### src/sv/depth_tested_pixel_blender_defines.svh
// ----------------------------------------------------------------------------
// depth tested pixel blender assertion macros
// shared property forms for the checks at the end of the top level
// ----------------------------------------------------------------------------
`ifndef DEPTH_TESTED_PIXEL_BLENDER_DEFINES_SVH
`define DEPTH_TESTED_PIXEL_BLENDER_DEFINES_SVH

// same-cycle implication, skipped while reset is low
`define DTPB_ASSERT_SAME(lbl, clk, rst_n, ante, cons) \
    lbl: assert property (@(posedge clk) disable iff (!rst_n) (ante) |-> (cons)) \
        else $error("same-cycle check failed");

// next-cycle implication, skipped while reset is low
`define DTPB_ASSERT_NEXT(lbl, clk, rst_n, ante, cons) \
    lbl: assert property (@(posedge clk) disable iff (!rst_n) (ante) |=> (cons)) \
        else $error("next-cycle check failed");

`endif

### src/sv/dtpb_pkg.sv
// ----------------------------------------------------------------------------
// dtpb_pkg
// types, codes and helpers shared by the pixel blender modules
// ----------------------------------------------------------------------------
package dtpb_pkg;

    localparam int MAX_WIDTH_DEF  = 256;
    localparam int MAX_HEIGHT_DEF = 256;
    localparam int DEPTH_BITS_DEF = 24;

    // coordinate width: holds any sum of two 12-bit signed values and 4096
    localparam int CW       = 14;
    localparam int ADDR_MAX = 24;
    localparam int DEP_MAX  = 32;

    localparam logic [2:0] REQ_WR_OPAQUE = 3'd0;
    localparam logic [2:0] REQ_WR_BLEND  = 3'd1;
    localparam logic [2:0] REQ_RD_COLOR  = 3'd2;
    localparam logic [2:0] REQ_RD_DEPTH  = 3'd3;
    localparam logic [2:0] REQ_CLR_COLOR = 3'd4;
    localparam logic [2:0] REQ_CLR_DEPTH = 3'd5;

    localparam logic [2:0] CFG_SURF_W  = 3'd0;
    localparam logic [2:0] CFG_SURF_H  = 3'd1;
    localparam logic [2:0] CFG_CLR_R   = 3'd2;
    localparam logic [2:0] CFG_CLR_G   = 3'd3;
    localparam logic [2:0] CFG_CLR_B   = 3'd4;
    localparam logic [2:0] CFG_CLR_A   = 3'd5;

    localparam logic [1:0] ST_OK      = 2'd0;
    localparam logic [1:0] ST_OUTSIDE = 2'd1;
    localparam logic [1:0] ST_REJECT  = 2'd2;

    typedef enum logic [2:0] {
        K_NOP,
        K_WR_OPAQUE,
        K_WR_BLEND,
        K_RD_COLOR,
        K_RD_DEPTH,
        K_CLR_COLOR,
        K_CLR_DEPTH
    } t_kind;

    typedef enum logic [2:0] {
        B_INIT,
        B_IDLE,
        B_EVAL,
        B_BLEND,
        B_CLR
    } t_bstate;

    typedef struct packed {
        t_kind                 kind;
        logic                  on_surf;
        logic                  empty;
        logic [ADDR_MAX-1:0]   addr;
        logic [31:0]           color;
        logic [DEP_MAX-1:0]    depth;
        logic [CW-1:0]         x0;
        logic [CW-1:0]         x1;
        logic [CW-1:0]         y0;
        logic [CW-1:0]         y1;
    } t_cmd;

    typedef struct packed {
        logic init;
        logic pop;
    } t_back_stat;

    // exact floor(s / 255) for s up to 255 * 255
    function automatic logic [7:0] div255(input logic [16:0] s);
        logic [16:0] t;
        t = s + 17'd1 + {8'd0, s[16:8]};
        return t[15:8];
    endfunction

endpackage

### src/sv/dtpb_front.sv
// ----------------------------------------------------------------------------
// dtpb_front
// accepts requests, places them on the surface and classifies them
// ----------------------------------------------------------------------------
module dtpb_front
    import dtpb_pkg::*;
#(
    parameter int MAX_WIDTH  = MAX_WIDTH_DEF,
    parameter int MAX_HEIGHT = MAX_HEIGHT_DEF
) (
    input  logic         i_tvalid,
    output logic         o_tready,
    input  logic [127:0] i_tdata,
    input  logic [2:0]   i_tuser,
    input  logic         i_stall,
    input  logic [8:0]   i_surf_w,
    input  logic [8:0]   i_surf_h,
    output logic         o_push,
    output t_cmd         o_cmd
);

    logic signed [CW-1:0] ox, oy, px, py, x0, y0, x1r, y1r, x1, y1, w, h;
    logic                 on_surf;
    t_kind                kind;

    assign ox = CW'(signed'(i_tdata[11:0]));
    assign oy = CW'(signed'(i_tdata[23:12]));
    assign px = ox + CW'(signed'(i_tdata[35:24]));
    assign py = oy + CW'(signed'(i_tdata[47:36]));

    assign w = ({5'd0, i_surf_w} > CW'(MAX_WIDTH))  ? CW'(MAX_WIDTH)  : {5'd0, i_surf_w};
    assign h = ({5'd0, i_surf_h} > CW'(MAX_HEIGHT)) ? CW'(MAX_HEIGHT) : {5'd0, i_surf_h};

    assign on_surf = (px >= 0) && (py >= 0) && (px < w) && (py < h);

    // clipped clear rectangle
    assign x0  = (ox < 0) ? '0 : ox;
    assign y0  = (oy < 0) ? '0 : oy;
    assign x1r = ox + signed'({5'd0, i_tdata[112:104]});
    assign y1r = oy + signed'({5'd0, i_tdata[121:113]});
    assign x1  = (x1r > w) ? w : x1r;
    assign y1  = (y1r > h) ? h : y1r;

    always_comb begin
        unique case (i_tuser)
            REQ_WR_OPAQUE: kind = K_WR_OPAQUE;
            REQ_WR_BLEND:  kind = K_WR_BLEND;
            REQ_RD_COLOR:  kind = K_RD_COLOR;
            REQ_RD_DEPTH:  kind = K_RD_DEPTH;
            REQ_CLR_COLOR: kind = K_CLR_COLOR;
            REQ_CLR_DEPTH: kind = K_CLR_DEPTH;
            default:       kind = K_NOP;
        endcase
    end

    always_comb begin
        o_cmd         = '0;
        o_cmd.kind    = kind;
        o_cmd.on_surf = on_surf;
        o_cmd.empty   = (x0 >= x1) || (y0 >= y1);
        o_cmd.addr    = ADDR_MAX'(32'(unsigned'(py)) * 32'(MAX_WIDTH) + 32'(unsigned'(px)));
        o_cmd.color   = i_tdata[79:48];
        o_cmd.depth   = DEP_MAX'(i_tdata[103:80]);
        o_cmd.x0      = x0;
        o_cmd.x1      = x1;
        o_cmd.y0      = y0;
        o_cmd.y1      = y1;
    end

    assign o_tready = !i_stall;
    assign o_push   = i_tvalid && !i_stall;

endmodule

### config.mk
export PLATFORM = sky130hd
export DESIGN_NAME = dtpb_front
export DESIGN_NICKNAME = d
export VERILOG_FILES = /design/src/sv/depth_tested_pixel_blender_defines.svh /design/src/sv/dtpb_pkg.sv /design/src/sv/dtpb_front.sv
export SDC_FILE = /design/constraint.sdc
export NUM_CORES = 1
export LEC_CHECK = 0
export ABC_CLOCK_PERIOD_IN_PS = 6300
export BUFFER_PORTS_ARGS = -buffer_cell sky130_fd_sc_hd__buf_2
export CORE_MARGIN = 5
export CORE_UTILIZATION = 25
export DETAILED_ROUTE_END_ITERATION = 7
export GPL_ROUTABILITY_DRIVEN = 0
export GPL_TIMING_DRIVEN = 0
export PLACE_DENSITY_LB_ADDON = 0.2
export SETUP_SLACK_MARGIN = 0.02
export SYNTH_ARGS = -nofsm -noshare
export SYNTH_HDL_FRONTEND = slang
export SYNTH_SLANG_ARGS = --single-unit
### constraint.sdc
create_clock -name vclk -period 6.3
set_input_delay 0.63 -clock vclk [all_inputs]
set_output_delay 0.63 -clock vclk [all_outputs]
set_load 0.02 [all_outputs]
# Word-level counts from Yosys, hierarchy flattened
# Index checks and enable logic that the tools add are counted.
# W data, S select, Z words.
[op_classes] addsub=5 magnitude_cmp=12 n_eq_ne=5 mux=7 n_reduce_logical=7
[ops] op="$mux W14" n=4
[ops] op="$ge A14 B14 Y1" n=2
[ops] op="$add A12 B10 Y13" n=2
[ops] op="$add A12 B12 Y13" n=2
[ops] op="$ge A13 B1 Y1 const B" n=2
[ops] op="$gt A13 B10 Y1" n=2
[ops] op="$lt A13 B10 Y1" n=2
[ops] op="$lt A12 B1 Y1 const B" n=2
[ops] op="$add A22 B14 Y23" n=1
[ops] op="$gt A9 B9 Y1 const B" n=2
[ops] op="$mux W9" n=2
[ops] op="$pmux W3 S6" n=1
[ops] op="$eq A3 B2 Y1 const B" n=2
[ops] op="$eq A3 B3 Y1 const B" n=2
[ops] op="$logic_and A1 B1 Y1" n=4
[ops] op="$eq A3 B1 Y1 const B" n=1
[ops] op="$logic_not A3 Y1" n=1
[ops] op="$logic_not A1 Y1" n=1
[ops] op="$logic_or A1 B1 Y1" n=1
[totals] reg_bits=0 input_bits=151 word_cells=36

# Logic depth before layout (Yosys ltp)
[depth] depth_word=6 depth_mapped=25 depth_no_buf=24

# Worst setup path before layout
# OpenSTA, ideal clock, no wires.
[synth_timing] kind="input to output" startpoint="input port i_tdata[0]" endpoint="output port o_cmd[144] (netlist name)" arrival_ps=4961 required_time_ps=5670 path_slack_ps=709 stages=23 cell_sequence="ha_1 -> inv_1 -> fa_1 -> nor2b_1 -> o31ai_4 -> a22oi_1 -> xnor2_1 -> ha_1 -> nand3_1 -> nor2_1 -> nand2_1 -> or3b_4 -> a41oi_4 -> buf_12 -> mux2_4 -> ha_1 -> nand2b_1 -> a21o_1 -> a21o_1 -> a211oi_1 -> o21bai_1 -> a21oi_1 -> o211ai_1"
[synth_lines] item="start: declaration" line="dtpb_front.sv:13" text="input logic [127:0] i_tdata,"
[synth_lines] item="end: declaration" line="dtpb_front.sv:19" text="output t_cmd o_cmd"

==> results list <==
* DRC violation count after routing: 0
* Cell Count, Final, Fillers Out: between 1000 and 1500
* Setup repair after global routing missed its margin: no
- Clock tree buffer count of the final layout: 0
* Met3 wire length: approximately 1.4 mm
* Period utilization: 94.23%
- For this run, the number of Yosys warnings is 0.
- The finished cells cover 6535 um^2.
- Area enclosed by the die boundary: 22610 um^2
- Per report_power, the combinational group accounts for 100.0% of the total.
* Signal arrival time at the worst endpoint: 5310 ps
- Highest clock rate: 0.1684 GHz
* Leak Pwr: 3.473 nW
* Number of sequential cells in the layout: 0
- Worst-case vdd ir drop: 0.00006540 V
- Routed metal-1 wire length: 7.306 mm
- The initialized floorplan defines between 50 and 60 standard-cell rows.
* Internal power component: around 0.00042 W
- The repair_antennas step left the layout with diodes totalling 0.
* Wirelength, routed: 16.24 mm
- Final min period: 5937 ps
- Remaining max-slew budget at the tightest pin: approximately 44%
- In the final routed layout, each cell accounts on average for 14.15 um.
- Number of max-capacitance violations reported: 0
* Setup slack after placement: -245.6 ps
- Areal power density over the cells: 152.2 nW/um^2
* Congestion Overflow GR: 0
- Number of nets in the final layout: 1144
- Class of the most critical hold timing path: in -> out
* Number of nets still failing antenna checks after routing: 0
* Count of fill cells added during filler insertion: 2200
- Starting Density: roughly 25%
- After the first detailed-routing iteration, the DRC count stood at 74.
* Vias in the first global route: 5005
* Antenna violations before repair: 3
- After synthesis, the netlist uses 60 different library cells.
- After detailed placement, the total cell area comes to roughly 6400 um^2.
- In this run the cell area of the synthesized design comes to between 4000 and 5000 um^2.
* Class of the most critical setup path: in -> out
- Net Sw Frac: 57.59%
* Result of the run: finished clean
- Die H: 150.4 um
- Critical path peak fanout: 10
- Placeable core region: 19400 um^2
* Layout cells sized above 1: 39.52%
- The critical path contains buffers and inverters numbering 4 combined.
* Number of search-and-repair iterations in the first detailed-routing pass: 4
* Final setup vio count: 0
- Critical-path top delay cell: sky130_fd_sc_hd__fa_1
- Once placement completed, the tool counted placed cells totaling 1142.
- Global routing used between 10% and 20% of the available tracks.
- Maximum number of pins on one net before global-route repair: 11
- In this design, the largest share of critical-path delay is due to compound AO/OA/AOI/OAI gates.
* Largest incremental delay on the critical path: around 430 ps
- In the final layout, flip-flops and latches occupy 0 um^2.
- In the synthesized netlist, the number of instances is 638.
* Total number of vias: 5171
- In the post-route analysis, the smallest setup slack over all paths is 363.5 ps.
- The first global-routing pass estimated 24.45 mm of wire.
- At the pin with the least slew margin, the transition time is 828.1 ps.
- Clock share of power: 0%
- For the worst setup path, the data required time is 5670 ps.
- Among the stages of the critical path, the cell type that occurs most often is sky130_fd_sc_hd__ha_1.
- Pins Over Slew Limit: 0
- Measured along the x axis, the die boundary spans 150.4 um.
- Once detailed placement completed, the half-perimeter wirelength came to 14.74 mm.
* Switching power: 0.0005727 W
* Final Hold Vio Count: 0
- Top routing layer in use: met5
- Routed length on met2: 7.442 mm
* Mean number of vias per cell: 4.504
- STA classifies the critical path startpoint as an input port.
* Per-instance average area after synthesis: 7.719 um^2
- Sequential share of the synthesized area: 0%
- Ports: 302
- STA classifies the critical path endpoint as an output port.
- Port buffering added 225 buffers.
- Relative to the synthesized area, the layout overhead comes to 32.70%.
* Flop pwr share: 0%
==> per-stage QoR <==
step,utilization [%],TNS (ps),hold WS [ps],power (W)
floorplan,-,0,1337,0.0007070
global placement,33.17,-209.9,1479,0.0009816
detailed placement,33.17,-245.6,1480,0.0009833
CTS,33.28,0,1479,0.0009932
global route,33.69,0,1482,0.001109
finish,33.69,0,1478,0.0009944
==> what timing repair did <==
action	4_1_cts	5_1_grt
buffers inserted	0	6
pin swaps	1	5
resized for setup	5	8
endpoints found under the hold margin	0	0
endpoints found under the setup margin	1	1
hold buffers	0	0
==> placed cells by master (no fill, tap or decap), drive strengths merged, types with 3 or more instances in the layout <==
master  count
nor2       29
conb       15
nor2b      36
xor2       10
inv        51
nand2      23
mux2       19
a211o       3
or3         4
a21oi      41
a31oi       4
buf       308
xnor2      32
nor4        6
mux2i      17
o21a       15
nand2b     12
a21o       17
o211ai     11
nand3      11
a211oi      9
ha        103
clkbuf      3
o21ai      32
fa          5
a21boi      5
nand4       6
nor3       11
o21bai      9
and3        4
a41oi       5
==> worst paths after layout <==
path,start,end,depth (start not counted)
max,i_tdata[0],o_cmd[144],25
min,i_tdata[51],o_cmd[91],2
==> cells in the mapped netlist, types with 3 or more instances <==
library cell	count	area (um^2)
sky130_fd_sc_hd__ha_1	103	1289
sky130_fd_sc_hd__buf_4	75	563.0
sky130_fd_sc_hd__inv_1	51	191.4
sky130_fd_sc_hd__a21oi_1	40	200.2
sky130_fd_sc_hd__nor2b_1	36	225.2
sky130_fd_sc_hd__xnor2_1	32	280.3
sky130_fd_sc_hd__nor2_1	29	108.9
sky130_fd_sc_hd__o21ai_0	28	140.1
sky130_fd_sc_hd__nand2_1	23	86.33
sky130_fd_sc_hd__a21o_1	17	127.6
sky130_fd_sc_hd__mux2i_1	17	170.2
sky130_fd_sc_hd__mux2_2	16	180.2
sky130_fd_sc_hd__o21a_1	15	112.6
sky130_fd_sc_hd__nand2b_1	12	75.07
sky130_fd_sc_hd__nand3_1	11	55.05
sky130_fd_sc_hd__nor3_1	11	55.05
sky130_fd_sc_hd__o211ai_1	10	75.07
sky130_fd_sc_hd__xor2_1	10	87.58
sky130_fd_sc_hd__a211oi_1	9	67.56
sky130_fd_sc_hd__o21bai_1	9	67.56
sky130_fd_sc_hd__nand4_1	6	37.54
sky130_fd_sc_hd__fa_1	5	100.1
sky130_fd_sc_hd__nor4_1	5	31.28
sky130_fd_sc_hd__a21boi_0	4	30.03
sky130_fd_sc_hd__a31oi_1	4	25.02
sky130_fd_sc_hd__a41oi_1	4	35.03
sky130_fd_sc_hd__and3_1	4	25.02
sky130_fd_sc_hd__o21ai_1	4	20.02
sky130_fd_sc_hd__or3_1	4	25.02
sky130_fd_sc_hd__a211o_1	3	26.28
sky130_fd_sc_hd__clkbuf_1	3	11.26
sky130_fd_sc_hd__mux2_4	3	45.04
==> layer usage <==
metal	vias up	global-route usage (%)
met3	10	2.228
li1	2711	-
met1	2263	17.19
met2	181	23.17
met4	6	0.5489
met5	-	0
==> power by group through the flow <==
stage	Combinational, W	Clock [W]	Sequential [W]
4_1_cts	0.000993	0	0
3_3_place_gp	0.000982	0	0
3_5_place_dp	0.000983	0	0
6_report	0.000994	0	0
2_1_floorplan	0.000707	0	0
5_1_grt	0.00111	0	0
==> logic make-up after synthesis <==
family                   count (synthesis)  synth area share, %
adder cells (fa/ha/maj)                108                28.20
XOR/XNOR                                42                7.469
buffers and inverters                  131                16.06
AND/OR/NAND/NOR                        151                16.51
other                                    1              0.07615
AO/OA/AOI/OAI                          169                23.65
multiplexers                            36                8.028
==> final cells by class <==
cell class	instances	area (um^2)	area share, %
well taps	265	331.6	5.074
inverters	51	191.4	2.929
repair buffers	231	1171	17.92
multi-input cells	521	4235	64.81
plain buffers	80	605.6	9.267
No activity file was read; power rests on OpenSTA's default activity.
