===== src/sv/depth_tested_pixel_blender_defines.svh =====
// ----------------------------------------------------------------------------
// depth tested pixel blender assertion macros
// shared property forms for the checks at the end of the top level
// ----------------------------------------------------------------------------
`ifndef DEPTH_TESTED_PIXEL_BLENDER_DEFINES_SVH
`define DEPTH_TESTED_PIXEL_BLENDER_DEFINES_SVH

// same-cycle implication, skipped while reset is low
`define DTPB_ASSERT_SAME(lbl, clk, rst_n, ante, cons) \
    lbl: assert property (@(posedge clk) disable iff (!rst_n) (ante) |-> (cons)) \
        else $error("same-cycle check failed");

// next-cycle implication, skipped while reset is low
`define DTPB_ASSERT_NEXT(lbl, clk, rst_n, ante, cons) \
    lbl: assert property (@(posedge clk) disable iff (!rst_n) (ante) |=> (cons)) \
        else $error("next-cycle check failed");

`endif


===== src/sv/dtpb_pkg.sv =====
// ----------------------------------------------------------------------------
// dtpb_pkg
// types, codes and helpers shared by the pixel blender modules
// ----------------------------------------------------------------------------
package dtpb_pkg;

    localparam int MAX_WIDTH_DEF  = 256;
    localparam int MAX_HEIGHT_DEF = 256;
    localparam int DEPTH_BITS_DEF = 24;

    // coordinate width: holds any sum of two 12-bit signed values and 4096
    localparam int CW       = 14;
    localparam int ADDR_MAX = 24;
    localparam int DEP_MAX  = 32;

    localparam logic [2:0] REQ_WR_OPAQUE = 3'd0;
    localparam logic [2:0] REQ_WR_BLEND  = 3'd1;
    localparam logic [2:0] REQ_RD_COLOR  = 3'd2;
    localparam logic [2:0] REQ_RD_DEPTH  = 3'd3;
    localparam logic [2:0] REQ_CLR_COLOR = 3'd4;
    localparam logic [2:0] REQ_CLR_DEPTH = 3'd5;

    localparam logic [2:0] CFG_SURF_W  = 3'd0;
    localparam logic [2:0] CFG_SURF_H  = 3'd1;
    localparam logic [2:0] CFG_CLR_R   = 3'd2;
    localparam logic [2:0] CFG_CLR_G   = 3'd3;
    localparam logic [2:0] CFG_CLR_B   = 3'd4;
    localparam logic [2:0] CFG_CLR_A   = 3'd5;

    localparam logic [1:0] ST_OK      = 2'd0;
    localparam logic [1:0] ST_OUTSIDE = 2'd1;
    localparam logic [1:0] ST_REJECT  = 2'd2;

    typedef enum logic [2:0] {
        K_NOP,
        K_WR_OPAQUE,
        K_WR_BLEND,
        K_RD_COLOR,
        K_RD_DEPTH,
        K_CLR_COLOR,
        K_CLR_DEPTH
    } t_kind;

    typedef enum logic [2:0] {
        B_INIT,
        B_IDLE,
        B_EVAL,
        B_BLEND,
        B_CLR
    } t_bstate;

    typedef struct packed {
        t_kind                 kind;
        logic                  on_surf;
        logic                  empty;
        logic [ADDR_MAX-1:0]   addr;
        logic [31:0]           color;
        logic [DEP_MAX-1:0]    depth;
        logic [CW-1:0]         x0;
        logic [CW-1:0]         x1;
        logic [CW-1:0]         y0;
        logic [CW-1:0]         y1;
    } t_cmd;

    typedef struct packed {
        logic init;
        logic pop;
    } t_back_stat;

    // exact floor(s / 255) for s up to 255 * 255
    function automatic logic [7:0] div255(input logic [16:0] s);
        logic [16:0] t;
        t = s + 17'd1 + {8'd0, s[16:8]};
        return t[15:8];
    endfunction

endpackage


===== src/sv/dtpb_queue.sv =====
// ----------------------------------------------------------------------------
// dtpb_queue
// two-entry command queue between the front and back parts
// ----------------------------------------------------------------------------
module dtpb_queue
    import dtpb_pkg::*;
(
    input  logic i_clk,
    input  logic i_rst_n,
    input  logic i_push,
    input  t_cmd i_cmd,
    input  logic i_pop,
    output t_cmd o_head,
    output logic o_empty,
    output logic o_full
);

    t_cmd       r_slot [2];
    logic       r_wr, r_rd;
    logic [1:0] r_cnt;

    always_ff @(posedge i_clk) begin
        if (!i_rst_n) begin
            r_wr  <= 1'b0;
            r_rd  <= 1'b0;
            r_cnt <= 2'd0;
        end else begin
            if (i_push) r_wr <= !r_wr;
            if (i_pop)  r_rd <= !r_rd;
            r_cnt <= r_cnt + 2'(i_push) - 2'(i_pop);
        end
    end

    always_ff @(posedge i_clk) begin
        if (i_push) r_slot[r_wr] <= i_cmd;
    end

    assign o_head  = r_slot[r_rd];
    assign o_empty = (r_cnt == 2'd0);
    assign o_full  = (r_cnt == 2'd2);

endmodule


===== config.mk =====
export PLATFORM = sky130hd
export DESIGN_NAME = dtpb_queue
export DESIGN_NICKNAME = d
export VERILOG_FILES = /design/src/sv/depth_tested_pixel_blender_defines.svh /design/src/sv/dtpb_pkg.sv /design/src/sv/dtpb_queue.sv
export SDC_FILE = /design/constraint.sdc
export NUM_CORES = 1
export LEC_CHECK = 0
export BUFFER_PORTS_ARGS = -buffer_cell sky130_fd_sc_hd__buf_2
export CORE_MARGIN = 8
export CORE_UTILIZATION = 30
export CTS_BUF_LIST = sky130_fd_sc_hd__clkbuf_4 sky130_fd_sc_hd__clkbuf_8
export CTS_CLUSTER_SIZE = 25
export DETAILED_ROUTE_END_ITERATION = 12
export MAX_ROUTING_LAYER = met4
export PLACE_DENSITY = 0.48
export SETUP_SLACK_MARGIN = 0.4
export SLEW_MARGIN = 20
export SYNTH_ARGS = -nofsm -noshare
export SYNTH_HDL_FRONTEND = slang
export SYNTH_SLANG_ARGS = --single-unit

===== constraint.sdc =====
create_clock -name i_clk -period 9.9 [get_ports i_clk]
set_clock_uncertainty 0.1 [all_clocks]
set_input_delay 1.98 -clock i_clk [delete_from_list [all_inputs] [get_ports i_clk]]
set_output_delay 1.98 -clock i_clk [all_outputs]
set_load 0.005 [all_outputs]

## After elaboration in Yosys (flattened, before gate mapping)

Memory sizes are Yosys's and may differ from the RTL's. A register that Yosys moved wholly into a read port is not among the register bits.
Cells that the tools add are included.

- Flip-flop bits (word level): 4
- Bits in writable memories: 298
- Input bits: 153
- Output and inout bits: 151
- Logic and storage cells: 14
- Memories: 1

- Add/sub/neg operators: 2
- Equal/unequal tests: 1
- Multiplexer cells: 4
- Reduce and logical (&&, ||, !) cells: 3

Memories:

| name | depth | width | read ports | clocked after Yosys merged registers in | wr ports | RTL line | text |
|---|---|---|---|---|---|---|---|
| r_slot | 2 | 149 | 1 | 1 | 1 | dtpb_queue.sv:18 | `t_cmd r_slot [2];` |

Operators with widths:

| operator | count |
|---|---|
| 2-to-1 mux 1 bit | 4 |
| adder 2 x 1 -> 2 bit | 1 |
| == test 2 bit (second input constant) | 1 |
| logical NOT 1 bit | 2 |
| logical NOT 2 bit | 1 |
| subtractor 2 x 1 -> 2 bit | 1 |

## Longest topological paths before layout

Gate-level depths: netlist (run 1).

- Depth in word-level cells: 3
- Mapped depth: 6
- Mapped depth without buffers: 6

## Least setup slack after synthesis (run 1)

OpenSTA, ideal clock, no wires.

- Path kind: input port to flip-flop
- Start point: in i_push
- End point: mem r_slot[0][0] in the netlist's numbering, enable pin
- Library setup time: 0.677 ns
- Arrival: 8.456 ns
- Required time: 9.123 ns
- Setup slack: 0.667 ns
- Stages: 1
- Path buffers: 0
- Path through: nor2b_1

- Word-level cells in the longest chain between the ends: 2

Ends and longest elaborated chain:

| what | RTL line | text |
|---|---|---|
| start: declaration | dtpb_queue.sv:10 | `input logic i_push,` |
| 2-to-1 mux 1 bit | dtpb_queue.sv:35 | `if (i_push) r_slot[r_wr] <= i_cmd;` |
| 2-to-1 mux 1 bit (not written as such) | dtpb_queue.sv:35 |  |
| end: declaration | dtpb_queue.sv:18 |  |

Every way passes these cells.

==> results.txt, run 1 <==
----------------------------------------------------
[Finish]
  Area growth from synthesis to layout ... 26.3%
  Multi-input logic area ... 0.00218 sq mm
  Share of post-route cells with drive strength above 1 ... 61.7%
  Most common cell after layout, fill and taps aside ... sky130_fd_sc_hd__buf_2
  Commonest cells after routing, fill and taps aside ... sky130_fd_sc_hd__buf_2, sky130_fd_sc_hd__edfxtp_1, sky130_fd_sc_hd__mux2_4
  Number of nets at the end of the flow ... 985
  Footprint of the flip-flops and latches ... 0.00905 sq mm
  Number of filler instances in the final layout ... 3554

[CTS]
  Cts-stage hold buffer count ... 0
  Clock tree from TritonCTS ... yes
  Cts bufs inserted ... 51
  Clock Sink Count ... 303
  Clock transition time at the flip-flop clock pins of the worst setup and hold paths ... 60 ps
  Later-pin clock latency in the skew report ... 600 ps
  Largest buffer count on any clock path ... 3
  H-tree levels ... 2
  Resized cells post-CTS ... 0
  Root buffer selected by CTS ... sky130_fd_sc_hd__clkbuf_8
  Setup Fix Bufs, Post-CTS ... 0

[Detailed routing]
  WL final ... 25400 um
  Initial DRC count ... 238
  Routed len/inst ... 18.3 um
  TritonRoute pass-1 iters ... 4
  Total number of vias ... 5707
  Number of DRC violations after detailed routing ... 0
  Vias per cell ... 4.11
  Routed Antenna Nets ... 0

[Logic synthesis]
  Register bit count reported by yosys ... 303
  Post-synthesis cell type with the largest combined area ... sky130_fd_sc_hd__edfxtp_1
  Instance count of the mapped netlist ... 485
  Post-Syn Area ... 0.0114 sq mm
  Cell types with the largest area share after synthesis ... sky130_fd_sc_hd__edfxtp_1, sky130_fd_sc_hd__mux2_4, sky130_fd_sc_hd__mux2_2
  Number of nets produced by synthesis ... 640
  Share of the yosys chip area belonging to registers ... 79.4%
  Synth Warn # ... 0
  Netlist cell types ... 14
  Area share of the leading cell type in the synthesized netlist ... 78.5%
  Syn_area_per_cell ... 23.5 sq um

[Place]
  Final HPWL DP ... 16500 um
  Routability cong. ... 0.690
  Number of buffers added on ports ... 303

[Floorplan]
  Count of pins on the block boundary ... 304
  Vertical die dimension ... 211 um
  Initial Util ... 30.3%
  Placeable core region ... 0.0376 sq mm
  Overall die area ... 0.0445 sq mm
  Number of placement rows ... 71
  Width of the die ... 211 um

[Pwr]
  Maximum vdd drop ... 0.0998 mV
  Total power density per cell area ... 197 mW/mm^2
  Leak Pwr ... 5.57 nW

[GRT]
  Initial antenna violation count ... 6
  Total overflow reported by the global router ... 0
  Number of global-route vias before repair ... 6277
  Largest net degree at the start of global routing ... 67
  Total track usage ... 11.4%
  Wire length of the first global-routing pass ... 37500 um

[Worst setup path]
  Reg-to-reg setup timing slack ... 7530 ps
  Number of cells on the worst reg-to-reg path ... 2
  Crit end category ... output pin
  Worst reg2reg startpoint ... r_wr$_SDFFE_PN0P_
  CP Launch Type ... flip-flop
  Required time of the critical path ... 7820 ps
  Data arrival time at the worst-slack endpoint ... 2880 ps
  Capture point of the worst reg-to-reg path ... r_slot[0][132]$_DFFE_PP_
  Classification of the worst setup path ... flip-flop to output pin
  Largest fanout on the critical path ... 56

[Job]
  # Max-Cap Violations ... 0

[STA]
  Tmin final ... 4960 ps
  Setup repair after global routing missed its margin ... false
  Worst hold-check slack ... 468 ps
  Worst Tran Pin Value ... 1040 ps
  Total Negative Setup Slacks ... 0 ps
  Final-report max-slew violation count ... 0
  Max Freq ... 0.202 GHz
  Number of hold-slack violations in the final timing report ... 0
  Post-route clock period utilization ... 50.1%
  Setup violation total in the final timing report ... 0
  Max-slew headroom ... 30.7%

[Hold path]
  Worst hold start ... r_rd$_SDFFE_PN0P_
  Instance count along the most critical hold path ... 2
  Class of the tightest hold or removal check ... flip-flop to flip-flop

[Run status]
  Run status ... complete, no violations

----------------------------------------------------
==> metal layers <==
layer	GRT usage [%]	routed length (um)	vias up
met5	-	0	-
met4	5.14	714	0
met3	4.96	2260	51
met2	17.2	11800	214
met1	13.1	10600	2803
li1	-	-	2639
==> cell type report <==
type / count / area share [%]
clock buffer: 68 / 5.80
clock inverter: 24 / 0.730
tap: 511 / 4.44
antenna: 7 / 0.122
multi-input combinational: 163 / 15.2
timing repair buffer: 309 / 10.8
sequential: 303 / 62.8
inverter: 2 / 0.0521
==> worst max-delay path by stage <==
stage,endpoint,slack (ps),cells after the start
4_1_cts,o_head[30],4750,3
3_5_place_dp,o_head[30],5450,3
2_1_floorplan,r_slot[0][0]$_DFFE_PP_,670,1
5_1_grt,o_head[33],4680,3
6_report,o_head[145],4940,3
3_3_place_gp,o_head[28],5470,3
==> per-stage QoR <==
stage	std cells	total power, mW	worst slack [ps]	area (sq um)	util, %
after floorplan	485	1.71	667	11400	-
after global placement	1288	1.84	5470	13400	35.8
after detailed placement	1288	1.84	5450	13400	35.8
after CTS	1380	2.90	4750	14400	38.3
after global routing	1386	2.98	4680	14400	38.3
final	1387	2.84	4940	14400	38.3
==> critical path, stage by stage, from the launching register on <==
cell	delay, ps
sky130_fd_sc_hd__dfxtp_4	770
sky130_fd_sc_hd__buf_4	850
sky130_fd_sc_hd__mux2_2	430
sky130_fd_sc_hd__buf_2	130
==> kinds of logic (layout without fill, tap and decap cells) <==
group | Yosys count | in the layout | share of synthesized area, %
compound gates | 1 | 1 | 0.0659
flops | 303 | 303 | 79.4
fa+ha+maj | 2 | 2 | 0.219
mux | 149 | 149 | 18.0
xor+xnor | 2 | 2 | 0.274
other cells | 0 | 7 | 0
buf+inv | 19 | 403 | 1.58
simple gates | 9 | 9 | 0.472
==> registers in the layout, indices dropped and copies added (netlist names), named ones only <==
signal,cells
r_slot,298
r_wr,1
r_rd,1
r_cnt,2
==> cells in the mapped netlist (all sizes together) <==
| library cell | instances |
|---|---|
| and2 | 4 |
| buf | 17 |
| dfxtp | 5 |
| edfxtp | 298 |
| ha | 2 |
| inv | 2 |
| mux2 | 149 |
| nor2 | 1 |
| nor2b | 4 |
| o21a | 1 |
| xnor3 | 1 |
| xor2 | 1 |
==> where the power goes <==
part           total, mW  internal (mW)  leakage [nW]  switching, mW
combinational      0.295          0.161          2.23          0.134
clock               1.04          0.547         0.498          0.488
sequential          1.51           1.49          2.84         0.0226
total               2.84           2.19          5.57          0.645
No activity file was read; power rests on OpenSTA's default activity.
==> inputs of run 2 (changes only) <==
--- a/config.mk
+++ b/config.mk
@@ -5,6 +5,7 @@
 export SDC_FILE = /design/constraint.sdc
 export NUM_CORES = 1
 export LEC_CHECK = 0
+export ABC_AREA = 1
 export BUFFER_PORTS_ARGS = -buffer_cell sky130_fd_sc_hd__buf_2
 export CORE_MARGIN = 8
 export CORE_UTILIZATION = 30
@@ -12,7 +13,7 @@
 export CTS_CLUSTER_SIZE = 25
 export DETAILED_ROUTE_END_ITERATION = 12
 export MAX_ROUTING_LAYER = met4
-export PLACE_DENSITY = 0.48
+export PLACE_DENSITY = 0.5
 export SETUP_SLACK_MARGIN = 0.4
 export SLEW_MARGIN = 20
 export SYNTH_ARGS = -nofsm -noshare
==> constraint.sdc (replaced) <==
create_clock -name i_clk -period 4 [get_ports i_clk]
set_clock_uncertainty 0.1 [all_clocks]
set_input_delay 0.8 -clock i_clk [delete_from_list [all_inputs] [get_ports i_clk]]
set_output_delay 0.8 -clock i_clk [all_outputs]
set_load 0.005 [all_outputs]
==> run 2 against run 1 <==
Net effect:
- critical path depth unchanged
- worst hold slack got worse by 170 ps
- sequential power is 150% higher
- critical endpoint is now o_head[139]
- final cell count grew 2.2%
- die area is the same
- global-route usage increased by 0.22 points
- via count rose by 2.2%
- non-clock buffer count grew 19
- sequential share of layout area down 1.2 points
- combinational power is 130% higher
- synthesized area unchanged
- flip-flop and latch count unchanged
==> results.txt, run 2 <==
----------------------------------------------------
[Run status]
  Run status ... complete, no violations

[Logic synthesis]
  Register bit count reported by yosys ... 303 (unchanged)
  Instance count of the mapped netlist ... 497 (+2.5%)
  Number of nets produced by synthesis ... 652 (+1.9%)
  Count leader, synth ... sky130_fd_sc_hd__edfxtp_1
  EDFF count, synth ... 298 (unchanged)
  Most used DFF post-synth ... sky130_fd_sc_hd__edfxtp_1
  Post-synthesis cell type with the largest combined area ... sky130_fd_sc_hd__edfxtp_1
  Area share of the leading cell type in the synthesized netlist ... 78.5% (unchanged)
  Cell types with the highest counts after synthesis ... sky130_fd_sc_hd__edfxtp_1, sky130_fd_sc_hd__mux2_4, sky130_fd_sc_hd__mux2_2, sky130_fd_sc_hd__buf_6, sky130_fd_sc_hd__nor2_1
  Synth Warn # ... 0 (unchanged)
  Post-Syn Area ... 0.0114 sq mm (unchanged)
  Syn_area_per_cell ... 22.9 sq um (-2.4%)
  Async set-or-reset flop fraction in the synthesized netlist ... 0% (unchanged)
  Netlist cell types ... 12 (-2)
  Cell types with the largest area share after synthesis ... sky130_fd_sc_hd__edfxtp_1, sky130_fd_sc_hd__mux2_4, sky130_fd_sc_hd__mux2_2
  Share of the yosys chip area belonging to registers ... 79.4% (unchanged)

[GRT]
  Total overflow reported by the global router ... 0 (unchanged)
  Total track usage ... 11.6% (+0.22 points)
  Initial antenna violation count ... 5 (-1)
  Wire length of the first global-routing pass ... 38000 um (+1.3%)
  Largest net degree at the start of global routing ... 42 (-37%)
  Number of global-route vias before repair ... 6306 (+0.46%)

[Detailed routing]
  Initial DRC count ... 197 (-17%)
  TritonRoute pass-1 iters ... 6 (+2)
  Routed len/inst ... 18.3 um (about the same)
  Routed Antenna Nets ... 0 (unchanged)
  Number of DRC violations after detailed routing ... 0 (unchanged)
  WL final ... 25900 um (+2.2%)
  Total number of vias ... 5830 (+2.2%)
  Vias per cell ... 4.11 (about the same)

[CTS]
  H-tree levels ... 2 (unchanged)
  Cts-stage hold buffer count ... 0 (unchanged)
  Root buffer selected by CTS ... sky130_fd_sc_hd__clkbuf_8
  Clock tree from TritonCTS ... yes
  Resized cells post-CTS ... 0 (unchanged)
  Setup Fix Bufs, Post-CTS ... 0 (unchanged)
  Clock Sink Count ... 303 (unchanged)
  Later-pin clock latency in the skew report ... 590 ps (about the same)
  Cts bufs inserted ... 51 (unchanged)
  Clock transition time at the flip-flop clock pins of the worst setup and hold paths ... 60 ps (about the same)
  Largest buffer count on any clock path ... 3 (unchanged)

[STA]
  Worst hold-check slack ... 295 ps (-173 ps)
  Post-route clock period utilization ... 80.3%
  Setup repair after global routing missed its margin ... false
  Number of hold-slack violations in the final timing report ... 0 (unchanged)
  Max Freq ... 0.311 GHz
  Final-report max-slew violation count ... 0 (unchanged)
  Worst Tran Pin Value ... 1010 ps (-25.0 ps)
  Setup violation total in the final timing report ... 0 (unchanged)
  Tmin final ... 3210 ps
  Max-slew headroom ... 32.2% (+1.5 points)
  Total Negative Setup Slacks ... 0 ps (unchanged)

[Pwr]
  Total power density per cell area ... 480 mW/mm^2 (+140%)
  Maximum vdd drop ... 0.274 mV (+170%)
  Leak Pwr ... 5.74 nW (+3.1%)

[Place]
  Number of buffers added on ports ... 303 (unchanged)
  Routability cong. ... 0.713 (+3.2%)
  Final HPWL DP ... 18000 um (+9.1%)

[Finish]
  Commonest cells after routing, fill and taps aside ... sky130_fd_sc_hd__buf_2, sky130_fd_sc_hd__edfxtp_1, sky130_fd_sc_hd__mux2_4
  Footprint of the flip-flops and latches ... 0.00905 sq mm (unchanged)
  Share of post-route cells with drive strength above 1 ... 61.9% (+0.25 points)
  Number of filler instances in the final layout ... 3528 (-0.73%)
  Leading registers by flop count ... r_slot x298, r_cnt x2
  Flip-flop count of the largest register, all copies and words added ... 298 (unchanged)
  Register with the highest flop count ... r_slot
  Multi-input logic area ... 0.00217 sq mm (-0.86%)
  Number of nets at the end of the flow ... 1016 (+3.1%)
  Area growth from synthesis to layout ... 28.8%
  Most common cell after layout, fill and taps aside ... sky130_fd_sc_hd__buf_2

[Worst setup path]
  Largest fanout on the critical path ... 37 (-34%)
  Worst reg2reg startpoint ... r_wr$_SDFFE_PN0P_
  Reg-to-reg setup timing slack ... 1980 ps (-5550 ps)
  Crit end category ... output pin
  Classification of the worst setup path ... flip-flop to output pin
  Capture point of the worst reg-to-reg path ... r_slot[1][88]$_DFFE_PP_
  Number of cells on the worst reg-to-reg path ... 3 (+1)
  CP Launch Type ... flip-flop
  Data arrival time at the worst-slack endpoint ... 2310 ps (-570 ps)
  Required time of the critical path ... 3100 ps (-4720 ps)

[Hold path]
  Class of the tightest hold or removal check ... input pin to flip-flop
  Instance count along the most critical hold path ... 1 (-1)
  Worst Hold Endpoint ... r_slot[1][113]$_DFFE_PP_
  Worst hold start ... i_cmd[113]

[Floorplan]
  Vertical die dimension ... 211 um (unchanged)
  Count of pins on the block boundary ... 304 (unchanged)
  Width of the die ... 211 um (unchanged)
  Overall die area ... 0.0445 sq mm (unchanged)
  Number of placement rows ... 71 (unchanged)
  Initial Util ... 30.3% (unchanged)
  Placeable core region ... 0.0376 sq mm (unchanged)

[Job]
  # Max-Cap Violations ... 0 (unchanged)

----------------------------------------------------
-- run 2: layout make-up --
| cell class | instances | share of cell area [%] |
|---|---|---|
| well taps | 511 | 4.35 |
| inverters | 7 | 0.204 |
| multi-input cells | 170 | 14.7 |
| repair buffers | 328 | 12.3 |
| diodes | 5 | 0.0852 |
| flip-flops and latches | 303 | 61.6 |
| clock buffers | 73 | 5.99 |
| clock inverters | 20 | 0.716 |
-- run 2: per-stage QoR --
| step | util [%] | cells | setup WS [ps] | power (mW) | area [sq um] |
|---|---|---|---|---|---|
| 6_report | 39.1 | 1417 | 788 | 7.04 | 14700 |
| 4_1_cts | 39.1 | 1412 | 657 | 7.22 | 14700 |
| 3_5_place_dp | 36.4 | 1319 | 1280 | 4.50 | 13700 |
| 3_3_place_gp | 36.4 | 1319 | 1290 | 4.50 | 13700 |
| 5_1_grt | 39.1 | 1417 | 647 | 7.38 | 14700 |
| 2_1_floorplan | - | 497 | 432 | 4.16 | 11400 |
-- run 2: cells by family (layout without fill, tap and decap cells) --
| kind of cell | count (synthesis) | in the layout | share of synthesized area [%] |
|---|---|---|---|
| flip-flops | 303 | 303 | 79.4 |
| multiplexers | 149 | 149 | 18.0 |
| buffers and inverters | 24 | 428 | 1.74 |
| AND/OR/NAND/NOR | 18 | 18 | 0.603 |
| adder cells (fa/ha/maj) | 2 | 2 | 0.219 |
| AO/OA/AOI/OAI | 1 | 1 | 0.0438 |
| other | 0 | 5 | 0 |
-- run 2: per-layer routing --
layer / global-route usage (%) / share of wire, % / vias to the layer above
met4: 4.37 / 2.6 / 0
met2: 18.2 / 48 / 213
li1: - / - / 2708
met1: 13.2 / 42 / 2852
met3: 4.93 / 8.0 / 57
met5: - / 0 / -
-- run 2: critical path, cell delays in order (launching register included) --
cell,delay (ps)
sky130_fd_sc_hd__dfxtp_4,790
sky130_fd_sc_hd__buf_12,350
sky130_fd_sc_hd__mux2_2,380
sky130_fd_sc_hd__buf_2,130
-- run 2: worst max path at each step --
stage	cells after the start	slack, ps	endpoint	start
finish	3	790	o_head[139]	flip-flop
global route	3	650	o_head[138]	flip-flop
CTS	3	660	o_head[22]	flip-flop
detailed placement	4	1280	r_slot[1][92]$_DFFE_PP_	i_push
global placement	4	1290	r_slot[1][92]$_DFFE_PP_	i_push
floorplan	2	430	r_slot[1][0]$_DFFE_PP_	i_push
-- run 2: power by group --
part / switching, mW / total [mW] / internal, mW
clock: 1.16 / 2.62 / 1.47
sequential: 0.0525 / 3.73 / 3.68
combinational: 0.318 / 0.687 / 0.369
==> inputs of run 3 (changes only) <==
--- a/config.mk
+++ b/config.mk
@@ -5,7 +5,7 @@
 export SDC_FILE = /design/constraint.sdc
 export NUM_CORES = 1
 export LEC_CHECK = 0
-export ABC_AREA = 1
+export ABC_AREA = 0
 export BUFFER_PORTS_ARGS = -buffer_cell sky130_fd_sc_hd__buf_2
 export CORE_MARGIN = 8
 export CORE_UTILIZATION = 30
@@ -13,7 +13,7 @@
 export CTS_CLUSTER_SIZE = 25
 export DETAILED_ROUTE_END_ITERATION = 12
 export MAX_ROUTING_LAYER = met4
-export PLACE_DENSITY = 0.5
+export PLACE_DENSITY = 0.48
 export SETUP_SLACK_MARGIN = 0.4
 export SLEW_MARGIN = 20
 export SYNTH_ARGS = -nofsm -noshare
==> constraint.sdc (replaced) <==
create_clock -name i_clk -period 3.1 [get_ports i_clk]
set_clock_uncertainty 0.1 [all_clocks]
set_input_delay 0.62 -clock i_clk [delete_from_list [all_inputs] [get_ports i_clk]]
set_output_delay 0.62 -clock i_clk [all_outputs]
set_load 0.005 [all_outputs]
==> run 3 against run 2 <==
Net effect:
- worst hold slack worse by 180 ps
- setup slack worse by 320 ps
- sequential power up 28%
- clock power rose by 29%
- count of clock-buffer cells in the layout increased by 3
- die area stayed put
- core utilization is 0.15 points higher
- critical path depth did not move
- combinational power up 53%
- largest power group unchanged
==> results.txt, run 3 (synthesis gave the netlist of run 1 again) <==
----------------------------------------------------
[Run status]
  Run status ... complete, no violations

[STA]
  Post-route clock period utilization ... 84.8%
  Setup violation total in the final timing report ... 0 (unchanged)
  Worst hold-check slack ... 114 ps (-181 ps)
  Final-report max-slew violation count ... 0 (unchanged)
  Tmin final ... 2630 ps
  Setup repair after global routing missed its margin ... true
  Worst Tran Pin Value ... 689 ps (-326 ps)
  Max Freq ... 0.380 GHz
  Number of hold-slack violations in the final timing report ... 0 (unchanged)
  Worst setup slack after layout ... 471 ps (-317 ps)
  Max-slew headroom ... 54.1% (+22 points)

[GRT]
  Total track usage ... 11.6% (-0.019 points)
  Total overflow reported by the global router ... 0 (unchanged)
  Largest net degree at the start of global routing ... 74 (+76%)
  Wire length of the first global-routing pass ... 38100 um (+0.40%)
  Number of global-route vias before repair ... 6293 (-0.21%)
  Initial antenna violation count ... 5 (unchanged)

[Floorplan]
  Count of pins on the block boundary ... 304 (unchanged)
  Width of the die ... 211 um (unchanged)
  Number of placement rows ... 71 (unchanged)
  Initial Util ... 30.3% (unchanged)
  Overall die area ... 0.0445 sq mm (unchanged)
  Placeable core region ... 0.0376 sq mm (unchanged)
  Vertical die dimension ... 211 um (unchanged)

[Place]
  Routability cong. ... 0.689 (-3.3%)
  Area after DPL ... 0.0136 sq mm (-0.36%)
  Inst Count DP ... 1301 (-1.4%)
  Final HPWL DP ... 17500 um (-2.8%)
  Number of buffers added on ports ... 303 (unchanged)
  Pre-CTS setup slack ... 890 ps (-386 ps)

[Detailed routing]
  Met2 Routed Length ... 12500 um (+1.1%)
  Vias per cell ... 4.09 (-0.53%)
  M1 WL ... 10500 um (-2.8%)
  Detail Route met3 WL ... 2270 um (+8.8%)
  Number of DRC violations after detailed routing ... 0 (unchanged)
  Uppermost layer routed ... met4
  WL final ... 26000 um (+0.34%)
  TritonRoute pass-1 iters ... 4 (-2)
  Total number of vias ... 5738 (-1.6%)
  Initial DRC count ... 241 (+22%)
  Routed Antenna Nets ... 0 (unchanged)
  Routed len/inst ... 18.6 um (+1.4%)

[CTS]
  Root buffer selected by CTS ... sky130_fd_sc_hd__clkbuf_8
  Clock tree from TritonCTS ... yes
  Clock Sink Count ... 303 (unchanged)
  Cts bufs inserted ... 52 (+2.0%)
  Cts-stage hold buffer count ... 0 (unchanged)
  Clock transition time at the flip-flop clock pins of the worst setup and hold paths ... 60 ps (about the same)
  Later-pin clock latency in the skew report ... 580 ps (about the same)
  H-tree levels ... 2 (unchanged)
  Largest buffer count on any clock path ... 3 (unchanged)

[Pwr]
  Maximum vdd drop ... 0.356 mV (+30%)
  Total power density per cell area ... 625 mW/mm^2 (+30%)
  Leak Pwr ... 5.74 nW (about the same)

[Finish]
  Flip-flop count of the largest register, all copies and words added ... 298 (unchanged)
  Leading registers by flop count ... r_slot x298, r_cnt x2
  Share of post-route cells with drive strength above 1 ... 62.9% (+0.98 points)
  Final cell count without fillers ... 1402 (-1.1%)
  Most common cell after layout, fill and taps aside ... sky130_fd_sc_hd__buf_2
  Register with the highest flop count ... r_slot
  Area growth from synthesis to layout ... 29.3%
  Commonest cells after routing, fill and taps aside ... sky130_fd_sc_hd__buf_2, sky130_fd_sc_hd__edfxtp_1, sky130_fd_sc_hd__mux2_4
  Number of nets at the end of the flow ... 1004 (-1.2%)
  Total non-filler cell area in the finished layout ... 0.0147 sq mm (+0.39%)

[Worst setup path]
  Reg-to-reg setup timing slack ... 1360 ps (-620 ps)
  Data arrival time at the worst-slack endpoint ... 1910 ps (-400 ps)
  Biggest cell delay along the critical path ... 400 ps (-390 ps)
  Worst path slowest cell ... sky130_fd_sc_hd__dfxtp_4
  Largest fanout on the critical path ... 58 (+57%)
  Worst path cell trace ... buf_16, mux2_4, buf_2
  CP Launch Type ... flip-flop
  Classification of the worst setup path ... flip-flop to output pin
  Required time of the critical path ... 2380 ps (-720 ps)
  Cell family with most CP delay ... buffers and inverters
  WP buf/inv ... 2 (unchanged)
  Crit end category ... output pin

[Hold path]
  Class of the tightest hold or removal check ... input pin to flip-flop

[Job]
  # Max-Cap Violations ... 0 (unchanged)

----------------------------------------------------
run 3: repair_timing:
item                                    CTS  global route
gates resized for setup                   4             0
cloned                                    2             1
buffers inserted                          2             0
endpoints found under the setup margin  113            32
run 3: path summary, 6_finish.rpt:
check | from | end | cells after the start
worst min-delay path | i_cmd[3] | r_slot[1][3]$_DFFE_PP_ | 1
worst min register to register | r_rd$_SDFFE_PN0P_ | r_rd$_SDFFE_PN0P_ | 2
worst max register to register | r_wr$_SDFFE_PN0P_ | r_slot[1][74]$_DFFE_PP_ | 2
worst max-delay path | flip-flop | o_head[107] | 3
run 3: per-layer routing:
metal / GRT usage [%] / up-vias
met2: 18.3 / 209
li1: - / 2671
met4: 4.95 / 0
met3: 4.69 / 61
met5: - / -
met1: 13.0 / 2797
run 3: area by class of cell:
type                       instances  area (sq um)
clock inverter                    16          68.8
fill                            3519         22800
inverter                           2          7.51
clock buffer                      76           902
antenna                            4          10.0
tap                              511           639
multi-input combinational        163          2180
timing repair buffer             327          1880
sequential                       303          9050
run 3: where the power goes:
| group | internal [mW] | switching, mW | leakage, nW |
|---|---|---|---|
| Combinational | 0.575 | 0.471 | 2.39 |
| Sequential | 4.74 | 0.0516 | 2.84 |
| Clock | 1.85 | 1.52 | 0.511 |
| Total | 7.17 | 2.05 | 5.74 |
run 3: metrics by stage:
| step | utilization, % | total power [mW] | TNS, ps |
|---|---|---|---|
| after floorplan | - | 5.44 | -44870 |
| after global placement | 36.3 | 5.90 | 0 |
| after detailed placement | 36.3 | 5.91 | 0 |
| after CTS | 39.2 | 9.41 | 0 |
| after global routing | 39.2 | 9.63 | 0 |
| final | 39.2 | 9.21 | 0 |
run 3: worst register-to-register path, cell delays in order, from the launching register on:
cell and delay [ps]:
sky130_fd_sc_hd__dfxtp_1 380, sky130_fd_sc_hd__and2_4 610, sky130_fd_sc_hd__buf_12 330
